$ cat config.mk
export PLATFORM = sky130hd
export DESIGN_NAME = iso_timestamp_parser_core
export DESIGN_NICKNAME = d
export VERILOG_FILES = /design/src/hdl/itp_pkg.sv /design/src/hdl/iso_timestamp_parser_core.sv
export SDC_FILE = /design/constraint.sdc
export NUM_CORES = 1
export LEC_CHECK = 0
export BUFFER_PORTS_ARGS = -buffer_cell sky130_fd_sc_hd__buf_2
export CAP_MARGIN = 20
export CORE_MARGIN = 2
export CORE_UTILIZATION = 49
export CTS_CLUSTER_DIAMETER = 100
export DETAILED_ROUTE_END_ITERATION = 8
export PLACE_DENSITY = 0.67
export SLEW_MARGIN = 20
export SYNTH_ARGS = -nofsm -noshare
export SYNTH_HDL_FRONTEND = slang
export SYNTH_SLANG_ARGS = --single-unit
$ cat constraint.sdc
create_clock -name clk -period 4.8 [get_ports clk]
set_clock_uncertainty 0.15 [all_clocks]
set_input_delay 0.48 -clock clk [delete_from_list [all_inputs] [get_ports clk]]
set_output_delay 0.48 -clock clk [all_outputs]
set_load 0.005 [all_outputs]
$ cat src/hdl/itp_pkg.sv
// Package for the timestamp parser: byte positions, characters, register indexes and helpers.
package itp_pkg;

  localparam int unsigned YEAR_W   = 14;
  localparam int unsigned ACC_W    = 7;
  localparam int unsigned MILLIS_W = 10;
  localparam int unsigned POS_W    = 5;
  localparam int unsigned CFG_IDX_W = 2;

  // Configuration register indexes
  localparam logic [CFG_IDX_W-1:0] REG_MIN_YEAR     = 2'd0;
  localparam logic [CFG_IDX_W-1:0] REG_MAX_YEAR     = 2'd1;
  localparam logic [CFG_IDX_W-1:0] REG_ALLOW_MILLIS = 2'd2;

  localparam logic [YEAR_W-1:0] MIN_YEAR_RST = 14'd0;
  localparam logic [YEAR_W-1:0] MAX_YEAR_RST = 14'd9999;

  // Byte positions within the text
  localparam logic [POS_W-1:0] POS_MONTH   = 5'd4;
  localparam logic [POS_W-1:0] POS_DASH_A  = 5'd4;
  localparam logic [POS_W-1:0] POS_DASH_B  = 5'd7;
  localparam logic [POS_W-1:0] POS_T       = 5'd10;
  localparam logic [POS_W-1:0] POS_COLON_A = 5'd13;
  localparam logic [POS_W-1:0] POS_COLON_B = 5'd16;
  localparam logic [POS_W-1:0] POS_DOT     = 5'd19;
  localparam logic [POS_W-1:0] POS_YEAR_LO = 5'd2;
  localparam logic [POS_W-1:0] SHORT_LEN   = 5'd19;
  localparam logic [POS_W-1:0] LONG_LEN    = 5'd23;
  localparam logic [POS_W-1:0] POS_SAT     = 5'd24;

  localparam logic [7:0] CHR_ZERO  = 8'h30;
  localparam logic [7:0] CHR_NINE  = 8'h39;
  localparam logic [7:0] CHR_DASH  = 8'h2D;
  localparam logic [7:0] CHR_T     = 8'h54;
  localparam logic [7:0] CHR_COLON = 8'h3A;
  localparam logic [7:0] CHR_DOT   = 8'h2E;

  localparam logic [ACC_W-1:0] MAX_HOUR = 7'd23;
  localparam logic [ACC_W-1:0] MAX_MIN  = 7'd59;
  localparam logic [ACC_W-1:0] MAX_MON  = 7'd12;

  // Values captured from the last byte, waiting for the range checks
  typedef struct packed {
    logic                fmt_ok;
    logic                long_form;
    logic [YEAR_W-1:0]   year;
    logic [ACC_W-1:0]    year_hi;
    logic [ACC_W-1:0]    year_lo;
    logic [ACC_W-1:0]    month;
    logic [ACC_W-1:0]    day;
    logic [ACC_W-1:0]    hour;
    logic [ACC_W-1:0]    minute;
    logic [ACC_W-1:0]    second;
    logic [MILLIS_W-1:0] millis;
  } fin_t;

  function automatic logic [4:0] month_days(input logic [ACC_W-1:0] month, input logic leap);
    logic [4:0] days;
    case (month)
      7'd2:                       days = leap ? 5'd29 : 5'd28;
      7'd4, 7'd6, 7'd9, 7'd11:    days = 5'd30;
      default:                    days = 5'd31;
    endcase
    return days;
  endfunction

endpackage

$ cat src/hdl/iso_timestamp_parser_core.sv
// Timestamp parser: per-byte format check and digit accumulation, then date and time range check.
//
//  Channel | Ports                                          | Direction
//  --------+------------------------------------------------+----------
//  input   | in_valid, in_ready, in_char_byte, in_end_of_text | in
//  result  | out_valid, out_ready, out_ok, out_*_out, out_has_millis | out
//  config  | cfg_we, cfg_index, cfg_wdata                   | in
//
// One byte is taken per cycle while in_ready is high. The byte marked as last moves its
// accumulated fields into a check register, and from there they pass on to the result
// register, which raises out_valid, as soon as it is free. Synchronous reset clears the parser
// state and loads the register reset values. While out_ready is low the result register and
// the check register each hold one item; bytes keep flowing until the check register is full.
module iso_timestamp_parser_core (
  input  logic                          clk,
  input  logic                          rst_n,
  input  logic                          in_valid,
  output logic                          in_ready,
  input  logic [7:0]                    in_char_byte,
  input  logic                          in_end_of_text,
  output logic                          out_valid,
  input  logic                          out_ready,
  output logic                          out_ok,
  output logic [itp_pkg::YEAR_W-1:0]    out_year_out,
  output logic [3:0]                    out_month_out,
  output logic [4:0]                    out_day_out,
  output logic [4:0]                    out_hour_out,
  output logic [5:0]                    out_minute_out,
  output logic [5:0]                    out_second_out,
  output logic [itp_pkg::MILLIS_W-1:0]  out_millis_out,
  output logic                          out_has_millis,
  input  logic                          cfg_we,
  input  logic [itp_pkg::CFG_IDX_W-1:0] cfg_index,
  input  logic [itp_pkg::YEAR_W-1:0]    cfg_wdata
);
  import itp_pkg::*;

  // Configuration
  logic [YEAR_W-1:0] min_year_r;
  logic [YEAR_W-1:0] max_year_r;
  logic              allow_millis_r;

  // Parser state
  logic [POS_W-1:0]    pos_r,    pos_nxt;
  logic                err_r,    err_nxt;
  logic [YEAR_W-1:0]   year_r,   year_nxt;
  logic [ACC_W-1:0]    yhi_r,    yhi_nxt;
  logic [ACC_W-1:0]    ylo_r,    ylo_nxt;
  logic [ACC_W-1:0]    month_r,  month_nxt;
  logic [ACC_W-1:0]    day_r,    day_nxt;
  logic [ACC_W-1:0]    hour_r,   hour_nxt;
  logic [ACC_W-1:0]    minute_r, minute_nxt;
  logic [ACC_W-1:0]    second_r, second_nxt;
  logic [MILLIS_W-1:0] millis_r, millis_nxt;

  logic       fin_valid_r;
  fin_t       fin_r, fin_nxt;
  logic       out_valid_r;
  logic       out_load, fin_free, in_xfer;

  logic       is_digit;
  logic [3:0] dig;
  logic       leap;
  logic [4:0] mdays;
  logic       good;

  assign out_load = !out_valid_r || out_ready;
  assign fin_free = !fin_valid_r || out_load;
  assign in_ready = fin_free;
  assign in_xfer  = in_valid && in_ready;
  assign out_valid = out_valid_r;

  assign is_digit = (in_char_byte >= CHR_ZERO) && (in_char_byte <= CHR_NINE);
  assign dig      = in_char_byte[3:0];

  // Byte check and digit accumulation for the current position
  always_comb begin
    err_nxt    = err_r;
    year_nxt   = year_r;
    yhi_nxt    = yhi_r;
    ylo_nxt    = ylo_r;
    month_nxt  = month_r;
    day_nxt    = day_r;
    hour_nxt   = hour_r;
    minute_nxt = minute_r;
    second_nxt = second_r;
    millis_nxt = millis_r;
    pos_nxt    = (pos_r < POS_SAT) ? pos_r + 5'd1 : pos_r;
    case (pos_r)
      POS_DASH_A, POS_DASH_B: begin
        if (in_char_byte != CHR_DASH) err_nxt = 1'b1;
      end
      POS_T: begin
        if (in_char_byte != CHR_T) err_nxt = 1'b1;
      end
      POS_COLON_A, POS_COLON_B: begin
        if (in_char_byte != CHR_COLON) err_nxt = 1'b1;
      end
      POS_DOT: begin
        if (in_char_byte != CHR_DOT) err_nxt = 1'b1;
      end
      default: begin
        if (pos_r >= LONG_LEN || !is_digit) begin
          err_nxt = 1'b1;
        end else if (pos_r < POS_MONTH) begin
          year_nxt = year_r * 14'd10 + {10'd0, dig};
          if (pos_r < POS_YEAR_LO) begin
            yhi_nxt = yhi_r * 7'd10 + {3'd0, dig};
          end else begin
            ylo_nxt = ylo_r * 7'd10 + {3'd0, dig};
          end
        end else if (pos_r < POS_DASH_B) begin
          month_nxt = month_r * 7'd10 + {3'd0, dig};
        end else if (pos_r < POS_T) begin
          day_nxt = day_r * 7'd10 + {3'd0, dig};
        end else if (pos_r < POS_COLON_A) begin
          hour_nxt = hour_r * 7'd10 + {3'd0, dig};
        end else if (pos_r < POS_COLON_B) begin
          minute_nxt = minute_r * 7'd10 + {3'd0, dig};
        end else if (pos_r < SHORT_LEN) begin
          second_nxt = second_r * 7'd10 + {3'd0, dig};
        end else begin
          millis_nxt = millis_r * 10'd10 + {6'd0, dig};
        end
      end
    endcase
  end

  always_comb begin
    fin_nxt.fmt_ok    = !err_nxt && (pos_nxt == SHORT_LEN || pos_nxt == LONG_LEN);
    fin_nxt.long_form = (pos_nxt == LONG_LEN);
    fin_nxt.year      = year_nxt;
    fin_nxt.year_hi   = yhi_nxt;
    fin_nxt.year_lo   = ylo_nxt;
    fin_nxt.month     = month_nxt;
    fin_nxt.day       = day_nxt;
    fin_nxt.hour      = hour_nxt;
    fin_nxt.minute    = minute_nxt;
    fin_nxt.second    = second_nxt;
    fin_nxt.millis    = millis_nxt;
  end

  // A year is a leap year when its last two digits are a multiple of four, except for a
  // whole century, which needs the first two digits to be a multiple of four.
  assign leap  = (fin_r.year_lo[1:0] == 2'd0) &&
                 ((fin_r.year_lo != 7'd0) || (fin_r.year_hi[1:0] == 2'd0));
  assign mdays = month_days(fin_r.month, leap);

  assign good = fin_r.fmt_ok && (!fin_r.long_form || allow_millis_r) &&
                (fin_r.year >= min_year_r) && (fin_r.year <= max_year_r) &&
                (fin_r.month >= 7'd1) && (fin_r.month <= MAX_MON) &&
                (fin_r.day >= 7'd1) && (fin_r.day <= {2'd0, mdays}) &&
                (fin_r.hour <= MAX_HOUR) && (fin_r.minute <= MAX_MIN) &&
                (fin_r.second <= MAX_MIN);

  // Configuration registers
  always_ff @(posedge clk) begin
    if (!rst_n) begin
      min_year_r     <= MIN_YEAR_RST;
      max_year_r     <= MAX_YEAR_RST;
      allow_millis_r <= 1'b1;
    end else if (cfg_we) begin
      case (cfg_index)
        REG_MIN_YEAR:     min_year_r     <= cfg_wdata;
        REG_MAX_YEAR:     max_year_r     <= cfg_wdata;
        REG_ALLOW_MILLIS: allow_millis_r <= cfg_wdata[0];
        default:          ;
      endcase
    end
  end

  // Parser state: cleared after the last byte of each text
  always_ff @(posedge clk) begin
    if (!rst_n || (in_xfer && in_end_of_text)) begin
      pos_r    <= '0;
      err_r    <= 1'b0;
      year_r   <= '0;
      yhi_r    <= '0;
      ylo_r    <= '0;
      month_r  <= '0;
      day_r    <= '0;
      hour_r   <= '0;
      minute_r <= '0;
      second_r <= '0;
      millis_r <= '0;
    end else if (in_xfer) begin
      pos_r    <= pos_nxt;
      err_r    <= err_nxt;
      year_r   <= year_nxt;
      yhi_r    <= yhi_nxt;
      ylo_r    <= ylo_nxt;
      month_r  <= month_nxt;
      day_r    <= day_nxt;
      hour_r   <= hour_nxt;
      minute_r <= minute_nxt;
      second_r <= second_nxt;
      millis_r <= millis_nxt;
    end
  end

  // Check register
  always_ff @(posedge clk) begin
    if (!rst_n) begin
      fin_valid_r <= 1'b0;
    end else if (fin_free) begin
      fin_valid_r <= in_xfer && in_end_of_text;
    end
  end

  always_ff @(posedge clk) begin
    if (fin_free && in_xfer && in_end_of_text) begin
      fin_r <= fin_nxt;
    end
  end

  // Result register
  always_ff @(posedge clk) begin
    if (!rst_n) begin
      out_valid_r <= 1'b0;
    end else if (out_load) begin
      out_valid_r <= fin_valid_r;
    end
  end

  always_ff @(posedge clk) begin
    if (out_load && fin_valid_r) begin
      out_ok         <= good;
      out_year_out   <= good ? fin_r.year : '0;
      out_month_out  <= good ? fin_r.month[3:0] : '0;
      out_day_out    <= good ? fin_r.day[4:0] : '0;
      out_hour_out   <= good ? fin_r.hour[4:0] : '0;
      out_minute_out <= good ? fin_r.minute[5:0] : '0;
      out_second_out <= good ? fin_r.second[5:0] : '0;
      out_millis_out <= (good && fin_r.long_form) ? fin_r.millis : '0;
      out_has_millis <= good && fin_r.long_form;
    end
  end

endmodule

==> out/metrics.cfg, run 1 <==
[sta]
fmax_mhz = 288
finalHoldViolCount = 0
final-setup-viol-count = 0
period_needed_ns = 3.48
finalSetupTns_ns = 0
maxSlewViolCount = 0
period_share = 0.724
worstMarginPinSlew_ns = 0.852
rsz0062_at_grt = false
worst_slack_ns = 1.32
slew_headroom = 0.430
fin_worst_hold_slack_ns = 0.0499

[clocking]
clock-sinks = 227
htree_levels = 1
postCtsSetupRepairBufs = 0
cts_buffers = 26
clockBufferDepth = 3
cts_tree = yes
cts_resized = 0
postCtsHoldBufs = 0
cts_root_buffer = clkbuf_16
clk_pin_slew_ns = 0.06
clk_latency_ns = 0.53

[synthesis]
ys_top_cells_by_count = edfxtp_1 (122), ha_1 (111), dfxtp_1 (105)
yosysTopAreaCell = edfxtp_1
seq_area_frac_synth = 0.459
synthCells = 1185
yosysWarnings = 0
netlist_area_mm2 = 0.0126
ys_async_sr_fraction = 0
synth_edf_count = 122
synth_flop_cell = edfxtp_1
yosysTopAreaCellShare = 0.292
ys_ff_latch = 227
syn_nets = 1342
yosysMostFrequentCell = edfxtp_1
synth.area.top_cells = edfxtp_1 (29%), dfxtp_1 (17%), ha_1 (11%)
avgSynthCellArea_um2 = 10.6
synth.distinct_cells = 65

[finish]
drive_gt1_frac = 0.152
diodes = 0
multi_input_area_mm2 = 0.00632
area_growth_syn_to_layout_pct = 13.6
fin_nets = 1420
design_area_mm2 = 0.0143
ff_latch_area_mm2 = 0.00577
fin_cells = 1613
final_core_utilization = 0.566
fill_cells = 2161

[placed_design]
place_hpwl_um = 18900
place.port_buffers = 83
pre_cts_ws_ns = 1.21
placed_cells = 1565
gp_congestion = 0.863
placed_area_mm2 = 0.0133

[grt]
grt_max_degree = 47
grt_pass1_vias = 8361
grt_remaining_overflow = 0
antenna_found_initial = 1
grt.total_usage = 0.200
grt_pass1_wl_um = 43000

[routing]
vias_per_cell = 5.35
drc = 0
firstDrtPassIters = 5
drt_iter0_markers = 636
vias = 8628
antenna_left = 0
drt-wirelength-per-cell_um = 16.5
totalWireLength_um = 26700

[die]
core_area_mm2 = 0.0252
die_area_mm2 = 0.0269
pin_count = 84
start_util = 0.499
rows = 58
die_x_um = 164
fp.dieH_um = 164

[run_status]
status = completed

[critical_path]
critPathLaunch = fin_r[48]
cp-end-kind = register
crit_fanout = 46
start_kind = register
cp.required_ns = 5.05
crit_type = reg -> reg
arrival_ns = 3.72
r2r_start = fin_r[48]

[flow_run]
maxCapViolations = 0

[power_and_ir_drop]
ir_worst_vdd_uv = 326
p_total_mw = 4.47
p_leak_nw = 5.73
power_density_mw_per_mm2 = 314

[hold_path]
hold_path_class = in -> reg
hold_path.startpoint = cfg_wdata[0]

## final timing paths
check / end / slack (ns) / depth (start not counted)
max: out_millis_out[3] / 1.32 / 15
min: max_year_r[0] / 0.05 / 3
max reg2reg: out_millis_out[3] / 1.32 / 15
min reg2reg: min_year_r[10] / 0.31 / 2
## power by group
part / internal (mW) / switching, mW / leakage (nW)
Sequential: 2.08 / 0.0239 / 2.02
Combinational: 0.0720 / 0.131 / 3.24
Clock: 1.36 / 0.807 / 0.470
Total: 3.51 / 0.962 / 5.73
## layout by cell type, fill, tap and decap left out, types with 13 or more instances in the layout
master | netlist | layout
dfxtp_1 | 105 | 105
nor2_1 | 102 | 102
clkbuf_16 | 0 | 26
a21oi_1 | 51 | 51
mux2_2 | 38 | 38
xnor2_1 | 51 | 51
inv_1 | 81 | 80
and3_1 | 13 | 13
nand3_1 | 18 | 18
edfxtp_1 | 122 | 122
and2_1 | 45 | 45
o21ai_0 | 37 | 37
a21o_1 | 22 | 22
nor2b_1 | 15 | 14
a21boi_0 | 21 | 21
mux2i_1 | 38 | 38
ha_1 | 111 | 111
buf_2 | 4 | 83
fa_1 | 16 | 16
xor2_1 | 27 | 27
nand2_1 | 101 | 100
a211oi_1 | 21 | 21
## kinds of logic (layout without fill, tap and decap cells)
group / after synthesis / after routing / synth area share
AOI/OAI and AO/OA: 194 / 194 / 0.102
xor gates and xnor gates: 79 / 79 / 0.0562
adders and majority gates: 127 / 127 / 0.136
buffers and inverters: 124 / 222 / 0.0393
DFF: 227 / 227 / 0.459
muxes: 77 / 77 / 0.0656
and+or+nand+nor: 357 / 357 / 0.142
## per-layer routing
metal	up-vias	global-route usage	routed length [µm]
li1	4333	-	-
met1	4099	0.275	12500
met2	161	0.338	12600
met3	35	0.0253	1100
met4	0	0.0447	454
met5	-	0	0
## layout make-up
cell class / instances / share of cell area
sequential: 227 / 0.404
tap: 330 / 0.0290
clock buffer: 30 / 0.0481
multi-input combinational: 834 / 0.443
clock inverter: 18 / 0.0191
inverter: 81 / 0.0213
timing repair buffer: 93 / 0.0353
## flip-flops by register name, indices dropped and copies added, names as in the netlist, 10 cells and up
signal and count:
year_r 14, out_millis_out 10, fin_r 70, millis_r 10, max_year_r 14, min_year_r 14, out_year_out 14
## critical path, cell delays in order, from the launching register on
cell and delay, ns:
edfxtp_1 0.37, nor2_1 0.11, o21ai_0 0.09, nor4_1 0.21
or3_1 0.15, a21oi_1 0.06, nor3_1 0.12, o21ai_0 0.11
ha_1 0.32, a21oi_1 0.05, o21ai_0 0.08, nand4_1 0.11
a2111o_1 0.46, a221oi_4 0.31, buf_4 0.41, and3_1 0.22
(Power assumes the default switching activity.)
==> inputs of run 2 (changes only) <==
- clock period: 4.8 -> 3.25 ns (I/O delays scaled with it)
==> run 2 against run 1 <==
Compared with the run above: wire length is 4.7% higher; count of clock-buffer cells in the layout grew 2; non-clock buffer count is 37 higher; setup slack lost 1.1 ns; hold slack got worse by 0.029 ns; via count increased by 2.2%; clock power is 34% higher; global-route usage grew 0.44 points; first-iteration DRC count grew 2.0%; final cell count up 2.2%; largest power group is now sequential cells.
==> out/metrics.cfg, run 2 (synthesized netlist as in run 1, its figures left out) <==
[power_and_ir_drop]
ir_worst_vdd_uv = 389
swShare = 0.226
cell_internal_pwr_mw = 4.91
p_total_mw = 6.35
power_density_mw_per_mm2 = 435
clkPwrFrac = 0.458
switchingPower_mw = 1.43
p_leak_nw = 5.90
pwr-share-comb = 0.052
power_frac_seq = 0.490

[clocking]
clk_pin_slew_ns = 0.06
clock-sinks = 227
clockBufferDepth = 3
cts_tree = yes
cts_buffers = 25
htree_levels = 1
clk_latency_ns = 0.54
cts_root_buffer = clkbuf_16

[die]
pin_count = 84
die_area_mm2 = 0.0269
rows = 58
die_x_um = 164
start_util = 0.499
fp.dieH_um = 164
core_area_mm2 = 0.0252

[critical_path]
crit_type = reg -> reg
start_kind = register
crit_chain = nor2_1 > o21ai_1 > nor4_1 > or3_1 > a21oi_1 > nor3_1 > o21ai_1 > ha_1 > a21oi_1 > o21ai_1 > nand4_1 > a2111o_1 > a221oi_4 > buf_12 > buf_12 > and3_1
cpMostUsedCell = o21ai_1
slowest_stage = a2111o_1
r2r_slack_ns = 0.19
critPathLaunch = fin_r[48]
worstReg2RegEnd = out_millis_out[5]
r2r_start = fin_r[48]
arrival_ns = 3.31
worst_path_largest_cell_delay_ns = 0.39
crit_fanout = 12
worstRegToRegCells = 16
cp-end-kind = register
cp.required_ns = 3.50
crit_path_end = out_millis_out[5]

[finish]
fill_cells = 2111
largest_reg_flops = 70
area_growth_syn_to_layout_pct = 16.3
layout_common_cells = edfxtp_1 (122), ha_1 (111), dfxtp_1 (103)
regMostFlops = fin_r
ff_latch_area_mm2 = 0.00577
multi_input_area_mm2 = 0.00637
design_area_mm2 = 0.0146
drive_gt1_frac = 0.165
fin_nets = 1456
final_common_cell = edfxtp_1

[routing]
antenna_left = 0
vias = 8814
totalWireLength_um = 27900
vias_per_cell = 5.35
firstDrtPassIters = 5
drc = 0
drt-wirelength-per-cell_um = 16.9
drt_iter0_markers = 649

[grt]
antenna_found_initial = 1
grt_pass1_wl_um = 43700
grt_remaining_overflow = 0
grt_max_degree = 48
grt.total_usage = 0.205
grt_pass1_vias = 8430

[sta]
fin_worst_hold_slack_ns = 0.0209
period_needed_ns = 3.06
finalSetupTns_ns = 0
fmax_mhz = 327
maxSlewViolCount = 0
slew_headroom = 0.463
worstMarginPinSlew_ns = 0.805
finalHoldViolCount = 0
final-setup-viol-count = 0
rsz0062_at_grt = true
period_share = 0.941

[placed_design]
gp_congestion = 0.850
place.port_buffers = 83
placed_area_mm2 = 0.0135
place_hpwl_um = 19400

[run_status]
status = completed

[hold_path]
hold_path_class = in -> reg

[flow_run]
maxCapViolations = 0

## run 2: cell types whose count changed in the layout (fill, tap and decap cells not counted), sizes merged
cell	delta
inv	-1
clkbuf	+4
buf	+21
bufinv	-3
diode	+1
dlygate4sd3	+14
## run 2: through the flow
step	std cells	util	setup WS (ns)
after floorplan	1185	-	0.264
after global placement	1583	0.535	0.123
after detailed placement	1583	0.535	0.0789
after CTS	1643	0.574	0.0796
after global routing	1648	0.580	-0.0620
final	1649	0.580	0.193
## run 2: cell type report
type                            instances  share of cell area
Sequential cell                       227               0.395
Timing Repair Buffer                  130              0.0619
Multi-Input combinational cell        834               0.436
Inverter                               81              0.0208
Clock inverter                         14              0.0116
Antenna cell                            1            0.000171
Clock buffer                           32              0.0460
Tap cell                              330              0.0283
## run 2: routing by layer
layer,up-vias,global-route usage,share of wire
li1,4407,-,-
met3,49,0.0306,0.054
met1,4149,0.289,0.47
met5,-,0,0
met2,209,0.323,0.45
met4,0,0.0674,0.028
## run 2: how the worst min path moves through the flow
stage	from	end	slack, ns	cells after the start
5_1_grt	cfg_we	allow_millis_r	0.04	4
3_5_place_dp	second_r[6]	second_r[6]	0.31	2
6_report	cfg_we	allow_millis_r	0.02	4
3_3_place_gp	second_r[6]	second_r[6]	0.29	2
4_1_cts	cfg_we	allow_millis_r	0.01	4
2_1_floorplan	second_r[6]	second_r[6]	0.28	2
## run 2: power by group through the flow
| stage | Clock [mW] | Sequential, mW | Combinational (mW) |
|---|---|---|---|
| after floorplan | 0 | 3.16 | 0.183 |
| after global placement | 0 | 3.17 | 0.309 |
| after detailed placement | 0 | 3.17 | 0.315 |
| after CTS | 2.96 | 3.11 | 0.330 |
| after global routing | 3.08 | 3.11 | 0.366 |
| final | 2.91 | 3.11 | 0.331 |
## run 2: worst max-delay path: cells and delay by family, from the launching register on
kind / cells / cell delay (ns)
compound gates: 7 / 1.00
flops: 1 / 0.36
fa+ha+maj: 1 / 0.30
buf+inv: 2 / 0.31
simple gates: 6 / 0.82
## run 2: timing repair
| item | 4_1_cts | 5_1_grt |
|---|---|---|
| buffers inserted | 0 | 2 |
| endpoints found under the setup margin | 0 | 48 |
| resized for setup | 0 | 13 |
| hold endpoints to repair | 29 | 0 |
| hold buffers | 14 | 0 |
==> inputs of run 3 (changes only) <==
--- a/constraint.sdc
+++ b/constraint.sdc
@@ -4,2 +4,2 @@
 set_output_delay 0.325 -clock clk [all_outputs]
-set_load 0.005 [all_outputs]
+set_load 0.05 [all_outputs]
==> run 3 against run 2 <==
Compared with the run above: setup slack worse by 0.0084 ns; critical endpoint is now out_year_out[12]; largest cell class unchanged; critical path depth is 1 lower; die area is the same; first-iteration DRC count shrank 26%; combinational power grew 18%; clock power about the same; total power up 1.2%.
==> out/metrics.cfg, run 3 (synthesized netlist as in run 1, its figures left out) <==
[routing]
antenna_left = 0
drt_iter0_markers = 479
drt-wirelength-per-cell_um = 16.8
firstDrtPassIters = 5
vias = 8775
totalWireLength_um = 27800
drc = 0
vias_per_cell = 5.31

[grt]
grt_use_met3 = 0.0308
grt_pass1_vias = 8419
grt_max_degree = 47
grt.total_usage = 0.204
grt.busiest_layer = met2
grt_remaining_overflow = 0
grt_pass1_wl_um = 43900
use_met1 = 0.289
antenna_found_initial = 2
met2_usage = 0.334

[sta]
fmax_mhz = 326
worstMarginPinSlew_ns = 0.792
period_share = 0.943
slew_headroom = 0.472
final-setup-viol-count = 0
period_needed_ns = 3.07
finalSetupTns_ns = 0
finalHoldViolCount = 0
maxSlewViolCount = 0

[power_and_ir_drop]
power_density_mw_per_mm2 = 439
pwr-share-comb = 0.061
cell_internal_pwr_mw = 4.93
ir_worst_vdd_uv = 416
switchingPower_mw = 1.49
swShare = 0.232
p_leak_nw = 5.88
clkPwrFrac = 0.455
power_frac_seq = 0.484

[finish]
diodes = 0
fin_nets = 1459
regMostFlops = fin_r
largest_reg_flops = 70
area_growth_syn_to_layout_pct = 16.5
drive_gt1_frac = 0.167
layout_common_cells = edfxtp_1 (122), ha_1 (111), dfxtp_1 (104)
fill_cells = 2116
final_common_cell = edfxtp_1
design_area_mm2 = 0.0146

[critical_path]
crit_fanout = 23
worstReg2RegEnd = out_year_out[12]
r2r_slack_ns = 0.18
worstRegToRegCells = 15
arrival_ns = 3.31
critPathLaunch = fin_r[52]
cp-end-kind = register
cp.required_ns = 3.49
crit_type = reg -> reg
start_kind = register
r2r_start = fin_r[52]
crit_path_end = out_year_out[12]

[placed_design]
placed_area_mm2 = 0.0135
gp_congestion = 0.875
place_hpwl_um = 19600
place.port_buffers = 83

[die]
die_x_um = 164
core_area_mm2 = 0.0252
start_util = 0.499
pin_count = 84
rows = 58
fp.dieH_um = 164
die_area_mm2 = 0.0269

[clocking]
htree_levels = 1
cts_tree = yes
cts_buffers = 26
clk_latency_ns = 0.54
cts_root_buffer = clkbuf_16
clk_pin_slew_ns = 0.06
clock-sinks = 227
clockBufferDepth = 3

[flow_run]
maxCapViolations = 0

[run_status]
status = completed

[hold_path]
hold_path_class = in -> reg

run 3: changes by cell type in the layout (fill, tap and decap cells not counted), moves of 2 or more:
cell | before | now
xor2_2 | 2 | 0
clkbuf_16 | 27 | 29
clkbuf_8 | 2 | 0
clkinvlp_4 | 1 | 6
xor2_1 | 25 | 27
run 3: power by group through the flow:
stage / registers (mW) / clock network (mW) / logic (mW)
floorplan: 3.22 / 0 / 0.184
global placement: 3.17 / 0 / 0.371
detailed placement: 3.17 / 0 / 0.377
CTS: 3.11 / 2.99 / 0.391
global route: 3.11 / 3.12 / 0.428
finish: 3.11 / 2.93 / 0.390
run 3: routing by layer:
| layer | vias up | part of all wire |
|---|---|---|
| li1 | 4411 | - |
| met1 | 4140 | 0.47 |
| met2 | 199 | 0.46 |
| met3 | 25 | 0.052 |
| met4 | 0 | 0.014 |
| met5 | - | 0 |
run 3: how the worst min path moves through the flow:
| stage | depth (start not counted) | from | to | slack, ns |
|---|---|---|---|---|
| after floorplan | 2 | second_r[6] | second_r[6] | 0.28 |
| after CTS | 4 | cfg_we | allow_millis_r | 0.004 |
| after global placement | 2 | second_r[6] | second_r[6] | 0.29 |
| after detailed placement | 2 | second_r[6] | second_r[6] | 0.30 |
| final | 4 | cfg_we | allow_millis_r | 0.02 |
| after global routing | 4 | cfg_index[1] | allow_millis_r | 0.03 |
run 3: through the flow:
step / util / instances / power, mW / hold WS, ns / setup slack, ns
2_1_floorplan: - / 1185 / 3.40 / 0.281 / 0.0990
3_3_place_gp: 0.537 / 1585 / 3.54 / 0.290 / 0.0760
3_5_place_dp: 0.537 / 1585 / 3.55 / 0.304 / 0.0606
4_1_cts: 0.576 / 1647 / 6.49 / 0.00372 / 0.0456
5_1_grt: 0.581 / 1652 / 6.66 / 0.0293 / -0.0120
6_report: 0.581 / 1652 / 6.42 / 0.0202 / 0.184
run 3: area by class of cell:
type | instances | area (µm²) | area share
clock buffer | 31 | 669 | 0.0458
clock inverter | 17 | 191 | 0.0131
inverter | 81 | 308 | 0.0210
multi-input combinational | 834 | 6340 | 0.433
sequential | 227 | 5770 | 0.394
tap | 330 | 413 | 0.0282
timing repair buffer | 132 | 937 | 0.0641
run 3: worst max-delay path: stages (launching register included):
cell       delay (ns)
edfxtp_1         0.38
o21ai_1          0.14
nor4_1           0.05
or3_1            0.32
a21oi_2          0.15
nor3_2           0.05
o21ai_1          0.12
ha_1             0.15
nor2b_1          0.04
o21ai_1          0.11
nand4_1          0.10
a2111o_1         0.41
a221oi_4         0.25
buf_4            0.19
clkbuf_16        0.18
and2_1           0.13
run 3: repair_timing:
action / in CTS / in global routing
gates resized for setup: 0 / 8
hold endpoints to repair: 29 / 0
hold buffers: 14 / 0
endpoints found under the setup margin: 0 / 48
setup buffers: 0 / 2
